**config.mk**
```make
export PLATFORM = sky130hd
export DESIGN_NAME = ffba_ctrl
export DESIGN_NICKNAME = d
export VERILOG_FILES = /design/src/hdl/ffba_pkg.sv /design/src/hdl/ffba_ctrl.sv
export SDC_FILE = /design/constraint.sdc
export NUM_CORES = 1
export LEC_CHECK = 0
export BUFFER_PORTS_ARGS = -buffer_cell sky130_fd_sc_hd__buf_4
export CAP_MARGIN = 40
export CORE_MARGIN = 8
export CORE_UTILIZATION = 40
export CTS_CLUSTER_DIAMETER = 40
export DETAILED_ROUTE_END_ITERATION = 6
export PLACE_DENSITY = 0.71
export SETUP_SLACK_MARGIN = 0.15
export SLEW_MARGIN = 20
export SYNTH_ARGS = -nofsm -noshare
export SYNTH_HDL_FRONTEND = slang
export SYNTH_SLANG_ARGS = --single-unit
```
**constraint.sdc**
```tcl
create_clock -name clk_i -period 1.5 [get_ports clk_i]
set_input_delay 0.225 -clock clk_i [delete_from_list [all_inputs] [get_ports clk_i]]
set_output_delay 0.225 -clock clk_i [all_outputs]
set_load 0.1 [all_outputs]
```
**src/hdl/ffba_pkg.sv**
```systemverilog
`timescale 1ns / 1ps
`default_nettype none
// ----------------------------------------------------------------------------
// ffba_pkg
// Shared types, constants and codes of the first-fit block allocator.
// ----------------------------------------------------------------------------
package ffba_pkg;

  localparam int ADDR_W = 18;
  localparam int REQ_W  = 19;
  localparam int STS_W  = 2;

  localparam int DEF_POOL_BYTES   = 256 * 1024;
  localparam int DEF_HEADER_BYTES = 12;
  localparam int DEF_MAX_BLOCKS   = 1024;

  localparam int ALIGN_MASK  = 7;
  localparam int SPLIT_SLACK = 16;

  localparam logic OP_ALLOC   = 1'b0;
  localparam logic OP_RELEASE = 1'b1;

  localparam logic [STS_W-1:0] ST_OK        = 2'd0;
  localparam logic [STS_W-1:0] ST_NO_MEM    = 2'd1;
  localparam logic [STS_W-1:0] ST_NOT_FOUND = 2'd2;

  typedef struct packed {
    logic [ADDR_W-1:0] start;
    logic [ADDR_W-1:0] bytes;
    logic              free;
  } blk_t;

  typedef enum logic {
    RD_I,
    RD_KM1
  } rsel_e;

  typedef enum logic [1:0] {
    WR_SHIFT,
    WR_SPLIT,
    WR_ALLOC,
    WR_PREV
  } wsel_e;

  typedef struct packed {
    logic             load_req;
    logic             rd_en;
    rsel_e            rd_sel;
    logic             wr_en;
    wsel_e            wr_sel;
    logic             inc_i;
    logic             latch_hit;
    logic             init_k;
    logic             dec_k;
    logic             ent_split;
    logic             inc_cnt;
    logic             clr_merge;
    logic             merge_step;
    logic             set_cnt_w;
    logic             set_res_addr;
    logic             out_load;
    logic [STS_W-1:0] res_status;
  } cmd_t;

  typedef struct packed {
    logic rel_noop;
    logic is_rel;
    logic match;
    logic split_ok;
    logic need_shift;
    logic more_shift;
    logic last;
    logic out_free;
  } sts_t;

endpackage
`default_nettype wire

```
**src/hdl/ffba_ctrl.sv**
```systemverilog
`timescale 1ns / 1ps
`default_nettype none
// ----------------------------------------------------------------------------
// ffba_ctrl
// Sequencer: table scan, entry shift, split, merge pass and response.
// ----------------------------------------------------------------------------
module ffba_ctrl
  import ffba_pkg::*;
(
  input  wire  clk_i,
  input  wire  rst_ni,
  input  wire  in_valid_i,
  output logic in_ready_o,
  input  sts_t sts_i,
  output cmd_t cmd_o
);

  typedef enum logic [3:0] {
    S_IDLE,
    S_SCAN_RD,
    S_SCAN_CHK,
    S_SHIFT_RD,
    S_SHIFT_WR,
    S_SPLIT_WR,
    S_ALLOC_WR,
    S_MERGE_RD,
    S_MERGE_CHK,
    S_MERGE_FIN,
    S_RESP
  } state_e;

  state_e           state_q, state_d;
  logic [STS_W-1:0] status_q, status_d;

  always_comb begin
    state_d  = state_q;
    status_d = status_q;
    cmd_o    = '0;
    cmd_o.res_status = status_q;
    in_ready_o = (state_q == S_IDLE);
    unique case (state_q)
      S_IDLE: begin
        if (in_valid_i) begin
          cmd_o.load_req = 1'b1;
          status_d = ST_OK;
          state_d  = sts_i.rel_noop ? S_RESP : S_SCAN_RD;
        end
      end
      S_SCAN_RD: begin
        cmd_o.rd_en  = 1'b1;
        cmd_o.rd_sel = RD_I;
        state_d = S_SCAN_CHK;
      end
      S_SCAN_CHK: begin
        if (sts_i.match) begin
          cmd_o.latch_hit = 1'b1;
          if (sts_i.is_rel) begin
            cmd_o.clr_merge = 1'b1;
            state_d = S_MERGE_RD;
          end else if (sts_i.split_ok) begin
            cmd_o.init_k = 1'b1;
            state_d = sts_i.need_shift ? S_SHIFT_RD : S_SPLIT_WR;
          end else begin
            state_d = S_ALLOC_WR;
          end
        end else if (sts_i.last) begin
          status_d = sts_i.is_rel ? ST_NOT_FOUND : ST_NO_MEM;
          state_d  = S_RESP;
        end else begin
          cmd_o.inc_i = 1'b1;
          state_d = S_SCAN_RD;
        end
      end
      S_SHIFT_RD: begin
        cmd_o.rd_en  = 1'b1;
        cmd_o.rd_sel = RD_KM1;
        state_d = S_SHIFT_WR;
      end
      S_SHIFT_WR: begin
        cmd_o.wr_en  = 1'b1;
        cmd_o.wr_sel = WR_SHIFT;
        cmd_o.dec_k  = 1'b1;
        state_d = sts_i.more_shift ? S_SHIFT_RD : S_SPLIT_WR;
      end
      S_SPLIT_WR: begin
        cmd_o.wr_en     = 1'b1;
        cmd_o.wr_sel    = WR_SPLIT;
        cmd_o.ent_split = 1'b1;
        cmd_o.inc_cnt   = 1'b1;
        state_d = S_ALLOC_WR;
      end
      S_ALLOC_WR: begin
        cmd_o.wr_en        = 1'b1;
        cmd_o.wr_sel       = WR_ALLOC;
        cmd_o.set_res_addr = 1'b1;
        state_d = S_RESP;
      end
      S_MERGE_RD: begin
        cmd_o.rd_en  = 1'b1;
        cmd_o.rd_sel = RD_I;
        state_d = S_MERGE_CHK;
      end
      S_MERGE_CHK: begin
        cmd_o.merge_step = 1'b1;
        if (sts_i.last) begin
          state_d = S_MERGE_FIN;
        end else begin
          cmd_o.inc_i = 1'b1;
          state_d = S_MERGE_RD;
        end
      end
      S_MERGE_FIN: begin
        cmd_o.wr_en     = 1'b1;
        cmd_o.wr_sel    = WR_PREV;
        cmd_o.set_cnt_w = 1'b1;
        state_d = S_RESP;
      end
      S_RESP: begin
        if (sts_i.out_free) begin
          cmd_o.out_load = 1'b1;
          state_d = S_IDLE;
        end
      end
      default: state_d = S_IDLE;
    endcase
  end

  always_ff @(posedge clk_i or negedge rst_ni) begin
    if (!rst_ni) begin
      state_q  <= S_IDLE;
      status_q <= ST_OK;
    end else begin
      state_q  <= state_d;
      status_q <= status_d;
    end
  end

endmodule
`default_nettype wire

```
==> results_dict.tcl, run 1 <==
set metrics [dict create \
    cts_inserted_buffers 3 \
    die_h_um 55.8 \
    worst_endpoint "cmd_o[10]" \
    dp_worst_setup_slack_ns -0.0903 \
    cts_buffer_depth 2 \
    worst-ep-kind "primary output" \
    cts-root-buf "clkbuf_4" \
    async_reset_ff_share_pct 100 \
    place_hpwl_mm 1.64 \
    error "[ERROR DPL-0038] Utilization greater than 100%, impossible to legalize" \
    io-pin-count 31 \
    die_w_um 55.8 \
    ys.flop_type "dfrtp_1" \
    cts-htree-levels 1 \
    syn_nets 95 \
    initial_core_util_pct 42.5 \
    post_dp_cell_area_um2 1080 \
    yosysWarnings 0 \
    gp_congestion 0.844 \
    syn_inst 84 \
    synth.avg_cell_area_um2 7.54 \
    yosysSeqAreaShare_pct 23.7 \
    synth_edf_count 0 \
    lastStage "5_1_grt" \
    synth_area_um2 633 \
    synth_seq_cells 6 \
    clock-sinks 6 \
    port_buffers 30 \
    outcome "aborted with a tool error" \
    synthDistinctLibCells 37 \
    row_count 14 \
    grt_max_degree 11 \
]
[timing repair]
item | 4_1_cts
setup endpoints to repair | 23
pin swaps | 9
buffers inserted | 7
hold endpoints to repair | 6
hold buffers | 1
resized for setup | 64
[logic make-up after synthesis]
kind of cell / synth area share [%]
AND/OR/NAND/NOR: 37.7
flip-flops: 23.7
buffers and inverters: 12.6
AO/OA/AOI/OAI: 25.9
[cell usage after synthesis, drive strengths merged, types with 2 or more instances]
library cell	number	area, um^2
nor2	11	41.3
inv	8	30.0
nand2b	7	51.3
a21oi	6	30.0
buf	6	50.0
dfrtp	6	150
nand2	5	21.3
nor3	5	30.0
a21boi	2	15.0
a22o	2	17.5
and2	2	12.5
and3	2	12.5
nand3	2	10.0
nor4	2	33.8
o211ai	2	15.0
o21ai	2	10.0
o22ai	2	12.5
[per-stage QoR]
step	instances	hold WS, ns
floorplan	84	-0.0706
global placement	141	0.0337
detailed placement	141	0.0366
CTS	153	0.243
==> run 2: changes to the inputs <==
--- a/config.mk
+++ b/config.mk
@@ -7,12 +7,10 @@
 export LEC_CHECK = 0
 export BUFFER_PORTS_ARGS = -buffer_cell sky130_fd_sc_hd__buf_4
 export CAP_MARGIN = 40
-export CORE_MARGIN = 8
-export CORE_UTILIZATION = 40
-export CTS_CLUSTER_DIAMETER = 40
+export CORE_AREA = 8 8 69 71
 export DETAILED_ROUTE_END_ITERATION = 6
-export PLACE_DENSITY = 0.71
-export SETUP_SLACK_MARGIN = 0.15
+export DIE_AREA = 0 0 77 79
+export PLACE_DENSITY_LB_ADDON = 0.15
 export SLEW_MARGIN = 20
 export SYNTH_ARGS = -nofsm -noshare
 export SYNTH_HDL_FRONTEND = slang
==> run 2 against run 1 <==
Compared with the run above: the flow now finishes, with violations (setup timing); synthesized cell count unchanged; area after synthesis is the same.
==> results_dict.tcl, run 2 <==
set metrics [dict create \
    drc 0 \
    netlist.area_leader.share_pct 23.7 \
    wl_per_cell_um 13.2 \
    die_w_um 77 \
    r2r_end "state_q[3]$_DFFE_PN0P_" \
    failed_checks "setup timing" \
    min_from "sts_i[6]" \
    synth_seq_cells 6 \
    hold_end "status_q[1]$_DFFE_PN0P_" \
    worst_setup_path_start_kind "flop" \
    grt_max_degree 12 \
    port_buffers 30 \
    die_area_um2 6080 \
    cts-htree-levels 1 \
    crit_type "reg -> out" \
    drt_iter0_markers 15 \
    initial_core_util_pct 16.7 \
    critPathTopFamily "simple AND/OR/NAND/NOR gates" \
    fin_util_pct 40.1 \
    async_reset_ff_share_pct 100 \
    row_count 23 \
    r2r_start "state_q[3]$_DFFE_PN0P_" \
    max_stage_delay_ns 0.43 \
    area_growth_pct 140 \
    slowest_stage "dfrtp_2" \
    hold_class "in -> reg" \
    yosysWarnings 0 \
    drv_slew 0 \
    layout.cells.non_filler 188 \
    post-route-period-util_pct 115 \
    synth.avg_cell_area_um2 7.54 \
    worst_slew_pin_slew_ns 0.323 \
    regMostFlops "state_q" \
    firstDrtPassIters 4 \
    timing.final.ws_setup_ns -0.226 \
    cp_max_fo 5 \
    hold_viol_final 0 \
    place_inst 178 \
    cts_inserted_buffers 3 \
    ys.flop_type "dfrtp_1" \
    antenna_left 0 \
    cts_buffer_depth 2 \
    largest_reg_flops 4 \
    grt_pass1_wl_mm 4.20 \
    core_um2 3800 \
    fin_crit_ns 1.73 \
    fmax_mhz 579 \
    synth_commonest_cells "nor2_1 (11), inv_1 (7), a21oi_1 (6), dfrtp_1 (6), nand2b_1 (6)" \
    wl_mm 2.48 \
    ff2ff_setup_slack_ns -0.02 \
    rsz0062_at_grt "yes" \
    drive_above_1_share_pct 63.0 \
    drv_cap 0 \
    largestRegisters "state_q: 4 flops, status_q: 2 flops" \
    antenna_cells 0 \
    grt_pass1_vias 864 \
    grt-ovfl-total 0 \
    setup_viol 21 \
    place_hpwl_mm 1.91 \
    max_slew_margin_pct 78.3 \
    synth_top_area_cell "dfrtp_1" \
    via_per_inst 4.34 \
    grt_use_total_pct 8.43 \
    yosysSeqAreaShare_pct 23.7 \
    layout_commonest_cell "buf_4" \
    synth_area_um2 633 \
    cp_cell_sequence "nor3_2 > buf_4 > and2_4 > and3_4 > buf_12" \
    clock-sinks 6 \
    synth_area_leaders "dfrtp_1 (24%), nor2_1 (6.5%), nand2b_1 (5.9%)" \
    clk_pin_slew_worst_paths_ns 0.04 \
    gp_congestion 0.777 \
    clock_latency_ns 0.23 \
    syn_nets 95 \
    syn_inst 84 \
    r2r_cells 6 \
    arrival_ns 1.50 \
    layout_common_cells "buf_4 (32), buf_12 (17), inv_1 (6), nor2_1 (6), buf_6 (6)" \
    cts-root-buf "clkbuf_8" \
    synthDistinctLibCells 37 \
    synth_edf_count 0 \
    skew_ns 0.00110 \
    outcome "finished with violations" \
    grt_antenna_before_repair 0 \
    vias 816 \
    fin_setup_tns_ns -2.16 \
    yosysMostFrequentCell "nor2_1" \
    whs_path_depth 2 \
    die_h_um 79 \
    cts_tree "built" \
    dp_worst_setup_slack_ns -0.0833 \
    cp_num_buf_inv 2 \
    end_kind "output pin" \
    nets 150 \
    worstPathRequired_ns 1.27 \
    io-pin-count 31 \
]
[run 2: cell counts after synthesis]
No cell type changed its count.
[run 2: kinds of logic (layout without fill, tap and decap cells)]
kind of cell | Yosys count | in the layout | share of synthesized area [%]
AOI/OAI and AO/OA | 24 | 24 | 25.9
and+or+nand+nor | 40 | 40 | 37.7
DFF | 6 | 6 | 23.7
buffers and inverters | 14 | 68 | 12.6
[run 2: what timing repair did]
item | CTS | global route
setup endpoints to repair | 21 | 21
hold buffers | 1 | 0
resized for setup | 64 | 3
pin swaps | 4 | 3
hold endpoints to repair | 6 | 0
cloned | 0 | 0
setup buffers | 5 | 0
[run 2: layout make-up]
class	instances	area (um^2)
clock buffers	4	45.0
fillers	388	2280
inverters	8	36.3
multi-input cells	64	568
flip-flops and latches	6	151
well taps	50	62.6
repair buffers	56	658
[run 2: per-layer routing]
layer | part of all wire (%) | track usage (%)
met2 | 48 | 14.3
met1 | 46 | 9.86
met5 | 0 | 0
met3 | 4.2 | 2.03
met4 | 1.7 | 3.96
[run 2: worst max-delay path by stage]
stage / startpoint / endpoint / slack [ns] / depth (start not counted)
final: state_q[2]$_DFFE_PN0P_ / cmd_o[10] / -0.23 / 5
after global routing: state_q[1]$_DFFE_PN0P_ / cmd_o[18] / -0.28 / 4
after CTS: state_q[1]$_DFFE_PN0P_ / cmd_o[18] / -0.23 / 4
after detailed placement: state_q[2]$_DFFE_PN0P_ / cmd_o[18] / -0.08 / 4
after global placement: state_q[0]$_DFFE_PN0P_ / cmd_o[10] / -0.12 / 6
after floorplan: state_q[0]$_DFFE_PN0P_ / status_q[0]$_DFFE_PN0P_ / -1.01 / 5
[run 2: per-stage QoR]
stage	hold slack, ns	instance area [um^2]
after floorplan	-0.0706	768
after global routing	0.286	1520
after CTS	0.267	1510
after global placement	0.0379	1140
final	0.267	1520
after detailed placement	0.0396	1140
Power of run 2 is not shown: default switching activity piles up to over one toggle a cycle in this logic, so the estimate is an artifact.
==> run 3: changes to the inputs <==
--- a/config.mk
+++ b/config.mk
@@ -11,6 +11,7 @@
 export DETAILED_ROUTE_END_ITERATION = 6
 export DIE_AREA = 0 0 77 79
 export PLACE_DENSITY_LB_ADDON = 0.15
+export RECOVER_POWER = 100
 export SLEW_MARGIN = 20
 export SYNTH_ARGS = -nofsm -noshare
 export SYNTH_HDL_FRONTEND = slang
==> run 3 against run 2 <==
Compared with the run above: the flow still finishes with violations (setup timing); design area decreased by 0.58%; maximum frequency about the same; flip-flop and latch count unchanged; non-clock buffer count unchanged; via count decreased by 0.12%; count of clock-buffer cells in the layout unchanged; global-route usage unchanged; sequential share of layout area increased by 0.058 points; hold slack about the same; cell count unchanged; first-iteration DRC count unchanged; critical path type unchanged; largest cell class unchanged.
==> results_dict.tcl, run 3 (synthesis results as in run 2) <==
set metrics [dict create \
    antenna_left 0 \
    grt-ovfl-total 0 \
    drc 0 \
    dp_worst_setup_slack_ns -0.0833 \
    timing.final.ws_setup_ns -0.226 \
    cts_inserted_buffers 3 \
    cts-htree-levels 1 \
    setup_viol 21 \
    post-route-period-util_pct 115 \
    arrival_ns 1.50 \
    failed_checks "setup timing" \
    cts-root-buf "clkbuf_8" \
    core_um2 3800 \
    clock_latency_ns 0.23 \
    gp_congestion 0.777 \
    via_per_inst 4.34 \
    worstPathRequired_ns 1.27 \
    io-pin-count 31 \
    hold_class "in -> reg" \
    layout_common_cells "buf_4 (29), buf_12 (17), inv_1 (6), nor2_1 (6), buf_6 (6)" \
    die_w_um 77 \
    crit_type "reg -> out" \
    grt_pass1_wl_mm 4.20 \
    wl_per_cell_um 13.2 \
    post_dp_cell_area_um2 1140 \
    largestRegisters "state_q: 4 flops, status_q: 2 flops" \
    layout_commonest_cell "buf_4" \
    wl_mm 2.48 \
    antenna_cells 0 \
    rsz0062_at_grt "yes" \
    worst_slew_pin_slew_ns 0.547 \
    finalHoldWorstSlack_ns 0.267 \
    hold_viol_final 0 \
    fin_crit_ns 1.73 \
    grt_pass1_vias 864 \
    die_area_um2 6080 \
    outcome "finished with violations" \
    cp_cell_sequence "nor3_2 > buf_4 > and2_4 > and3_4 > buf_12" \
    drv_cap 0 \
    die_h_um 79 \
    grt_max_degree 12 \
    drv_slew 0 \
    firstDrtPassIters 4 \
    clk_pin_slew_worst_paths_ns 0.04 \
    place_hpwl_mm 1.91 \
    vias 815 \
    slowest_stage "dfrtp_2" \
    worst_setup_path_start_kind "flop" \
    grt_antenna_before_repair 0 \
    skew_ns 0.00110 \
    drt_iter0_markers 15 \
    area_growth_pct 139 \
    max_stage_delay_ns 0.43 \
    cp_max_fo 5 \
    cts_buffer_depth 2 \
    finalInstanceArea_um2 1510 \
    drive_above_1_share_pct 62.3 \
    port_buffers 30 \
    end_kind "output pin" \
    grt_use_total_pct 8.43 \
    regMostFlops "state_q" \
    max_slew_margin_pct 63.7 \
    nets 150 \
    row_count 23 \
    fin_util_pct 39.8 \
    cts_tree "built" \
    clock-sinks 6 \
    initial_core_util_pct 16.7 \
    largest_reg_flops 4 \
    fmax_mhz 579 \
]
## run 3: cell types whose count changed in the layout (fill, tap and decap cells not counted)
cell	before	now
clkbuf_2	0	2
clkbuf_1	1	2
buf_4	32	29
## run 3: final cells by class
class                           count  area (um^2)
Clock buffer                        4         45.0
Multi-Input combinational cell     64          568
Tap cell                           50         62.6
Sequential cell                     6          151
Timing Repair Buffer               56          649
Fill cell                         390         2290
Inverter                            8         36.3
## run 3: worst max-delay path: cells and delay by family (launching register included)
kind	cells	cell delay, ns
AND/OR/NAND/NOR	3	0.53
buffers and inverters	2	0.32
flip-flops	1	0.43
## run 3: worst paths after layout
check	from	endpoint	slack, ns	cells after the start
min in group asynchronous	rst_ni	status_q[0]$_DFFE_PN0P_	0.41	2
hold / removal	sts_i[6]	status_q[1]$_DFFE_PN0P_	0.27	2
setup / recovery	state_q[2]$_DFFE_PN0P_	cmd_o[10]	-0.23	5
hold reg to reg	status_q[1]$_DFFE_PN0P_	status_q[1]$_DFFE_PN0P_	0.50	1
setup reg to reg	state_q[3]$_DFFE_PN0P_	state_q[3]$_DFFE_PN0P_	-0.02	6
max in group asynchronous	rst_ni	state_q[2]$_DFFE_PN0P_	0.83	2
## run 3: timing repair
item                       4_1_cts  5_1_grt
buffers inserted                 5        0
gates cloned                     0        0
setup endpoints to repair       21       21
pin swaps                        4        3
hold endpoints to repair         6        0
resized for setup               64        3
hold buffers                     1        0
## run 3: per-stage QoR
step	instances	setup TNS, ns
floorplan	84	-10.13
global placement	178	-0.594
detailed placement	178	-0.745
CTS	188	-2.37
global route	188	-3.50
finish	188	-2.16
## run 3: metal layers
| layer | routed length (um) | part of all wire (%) | GRT usage [%] |
|---|---|---|---|
| met5 | 0 | 0 | 0 |
| met4 | 43 | 1.7 | 3.96 |
| met3 | 105 | 4.2 | 2.03 |
| met2 | 1190 | 48 | 14.3 |
| met1 | 1130 | 46 | 9.86 |
Power of run 3 is left out for the same reason.
==> run 4: changes to the inputs <==
--- a/config.mk
+++ b/config.mk
@@ -10,7 +10,6 @@
 export CORE_AREA = 8 8 69 71
 export DETAILED_ROUTE_END_ITERATION = 6
 export DIE_AREA = 0 0 77 79
-export PLACE_DENSITY_LB_ADDON = 0.15
 export RECOVER_POWER = 100
 export SLEW_MARGIN = 20
 export SYNTH_ARGS = -nofsm -noshare
==> run 4 against run 3 <==
Compared with the run above: the run still ends with setup timing left; flip-flop and latch count is the same; largest cell class unchanged; non-clock buffer count grew 3; register-to-register slack lost 0.09 ns; critical path type unchanged; global-route usage is essentially flat; wire length grew 4.4%; worst setup slack gained 0.019 ns; core utilization grew 1.8 points; die area is the same.
==> results_dict.tcl, run 4 (synthesis results as in run 2) <==
set metrics [dict create \
    drt_iter0_markers 34 \
    setup_viol 22 \
    row_count 23 \
    cp_max_fo 4 \
    layout.cells.non_filler 191 \
    crit_type "reg -> out" \
    cts_inserted_buffers 3 \
    antenna_left 0 \
    layout_commonest_cell "buf_4" \
    grt_max_degree 12 \
    firstDrtPassIters 4 \
    grt_use_total_pct 8.44 \
    clock-sinks 6 \
    antenna_cells 0 \
    die_h_um 79 \
    drv_slew 0 \
    drv_cap 0 \
    rsz0062_at_grt "yes" \
    hold_viol_final 0 \
    largest_reg_flops 4 \
    slowest_stage "dfrtp_1" \
    place_inst 177 \
    core_um2 3800 \
    nets 153 \
    cp_cell_sequence "nand2b_4 > nor3_4 > and2_4 > and3_4 > buf_12" \
    worstPathRequired_ns 1.27 \
    cts_tree "built" \
    initial_core_util_pct 16.7 \
    end_kind "output pin" \
    port_buffers 30 \
    wl_per_cell_um 13.5 \
    regMostFlops "state_q" \
    fin_util_pct 41.7 \
    worst_setup_path_start_kind "flop" \
    regArea_um2 154 \
    layout_common_cells "buf_4 (29), buf_12 (17), buf_6 (8)" \
    die_w_um 77 \
    die_area_um2 6080 \
    grt_antenna_before_repair 0 \
    multiInputGateArea_um2 593 \
    failed_checks "setup timing" \
    worst_slew_pin_slew_ns 0.545 \
    finalInstanceArea_um2 1580 \
    clock_latency_ns 0.22 \
    place_hpwl_mm 1.88 \
    max_slew_margin_pct 63.8 \
    outcome "finished with violations" \
    vias 836 \
    cts-root-buf "clkbuf_8" \
    cp_num_buf_inv 1 \
    hold_class "in -> reg" \
    area_growth_pct 150 \
    post-route-period-util_pct 114 \
    grt_pass1_wl_mm 4.18 \
    largestRegisters "state_q: 4 flops, status_q: 2 flops" \
    via_per_inst 4.38 \
    cts_buffer_depth 2 \
    arrival_ns 1.48 \
    critPathTopFamily "simple AND/OR/NAND/NOR gates" \
    wl_mm 2.58 \
    fmax_mhz 586 \
    skew_ns 0.00473 \
    clk_pin_slew_worst_paths_ns 0.04 \
    timing.final.ws_setup_ns -0.208 \
    gp_congestion 0.773 \
    fin_crit_ns 1.71 \
    ff2ff_setup_slack_ns -0.11 \
    io-pin-count 31 \
    fillers 376 \
    grt-ovfl-total 0 \
    drive_above_1_share_pct 66.0 \
    post_dp_cell_area_um2 1140 \
    grt_pass1_vias 926 \
    max_stage_delay_ns 0.37 \
    drc 0 \
    cts-htree-levels 1 \
]
[run 4: changes by cell type in the layout (fill, tap and decap cells not counted)]
| cell | delta |
|---|---|
| buf_6 | +2 |
| buf_8 | +1 |
| dfrtp_1 | -2 |
| dfrtp_2 | +2 |
| inv_1 | -1 |
| inv_6 | +1 |
| nand2_1 | -1 |
| nand2_4 | +1 |
| nor2_2 | -1 |
| nor2_4 | +1 |
| nor3_2 | -2 |
| nor3_4 | +2 |
[run 4: worst paths after layout]
path | end | cells after the start | start
worst max-delay path | cmd_o[10] | 5 | state_q[0]$_DFFE_PN0P_
worst min-delay path | status_q[1]$_DFFE_PN0P_ | 2 | sts_i[6]
worst max register to register | state_q[3]$_DFFE_PN0P_ | 6 | state_q[0]$_DFFE_PN0P_
worst min register to register | status_q[1]$_DFFE_PN0P_ | 1 | status_q[1]$_DFFE_PN0P_
max in group asynchronous | state_q[3]$_DFFE_PN0P_ | 2 | rst_ni
min in group asynchronous | state_q[0]$_DFFE_PN0P_ | 2 | rst_ni
[run 4: per-layer routing]
metal  track usage [%]  vias to the layer above  share of wire, %
met5                 0                        -                 0
met2              16.2                       24                53
met1              8.56                      394                42
met4              3.96                        0              0.85
li1                  -                      416                 -
met3              1.69                        2               4.1
[run 4: through the flow]
stage | hold slack, ns | worst slack, ns | TNS [ns]
6_report | 0.281 | -0.208 | -2.35
5_1_grt | 0.296 | -0.260 | -3.57
4_1_cts | 0.283 | -0.214 | -2.21
3_5_place_dp | 0.0341 | -0.130 | -0.770
3_3_place_gp | 0.0337 | -0.100 | -0.539
2_1_floorplan | -0.0706 | -1.01 | -10.13
[run 4: what timing repair did]
item,CTS,global route
cloned,0,0
hold endpoints to repair,6,0
hold buffers,1,0
gates resized for setup,71,9
buffers inserted,6,4
endpoints found under the setup margin,19,22
pin swaps,7,5
[run 4: worst reg2reg max path, cell delays in order (launching register included)]
cell and delay (ns):
dfrtp_1 0.37, buf_4 0.21, nor4_4 0.29, buf_4 0.18, buf_4 0.11, a21oi_2 0.07
a211o_1 0.26
[run 4: cell type report]
cell class                      count  area share [%]
Timing Repair Buffer               59            43.4
Multi-Input combinational cell     64            37.5
Sequential cell                     6            9.72
Tap cell                           50            3.95
Clock buffer                        4            2.85
Inverter                            8            2.61
Power of run 4 is left out for the same reason.
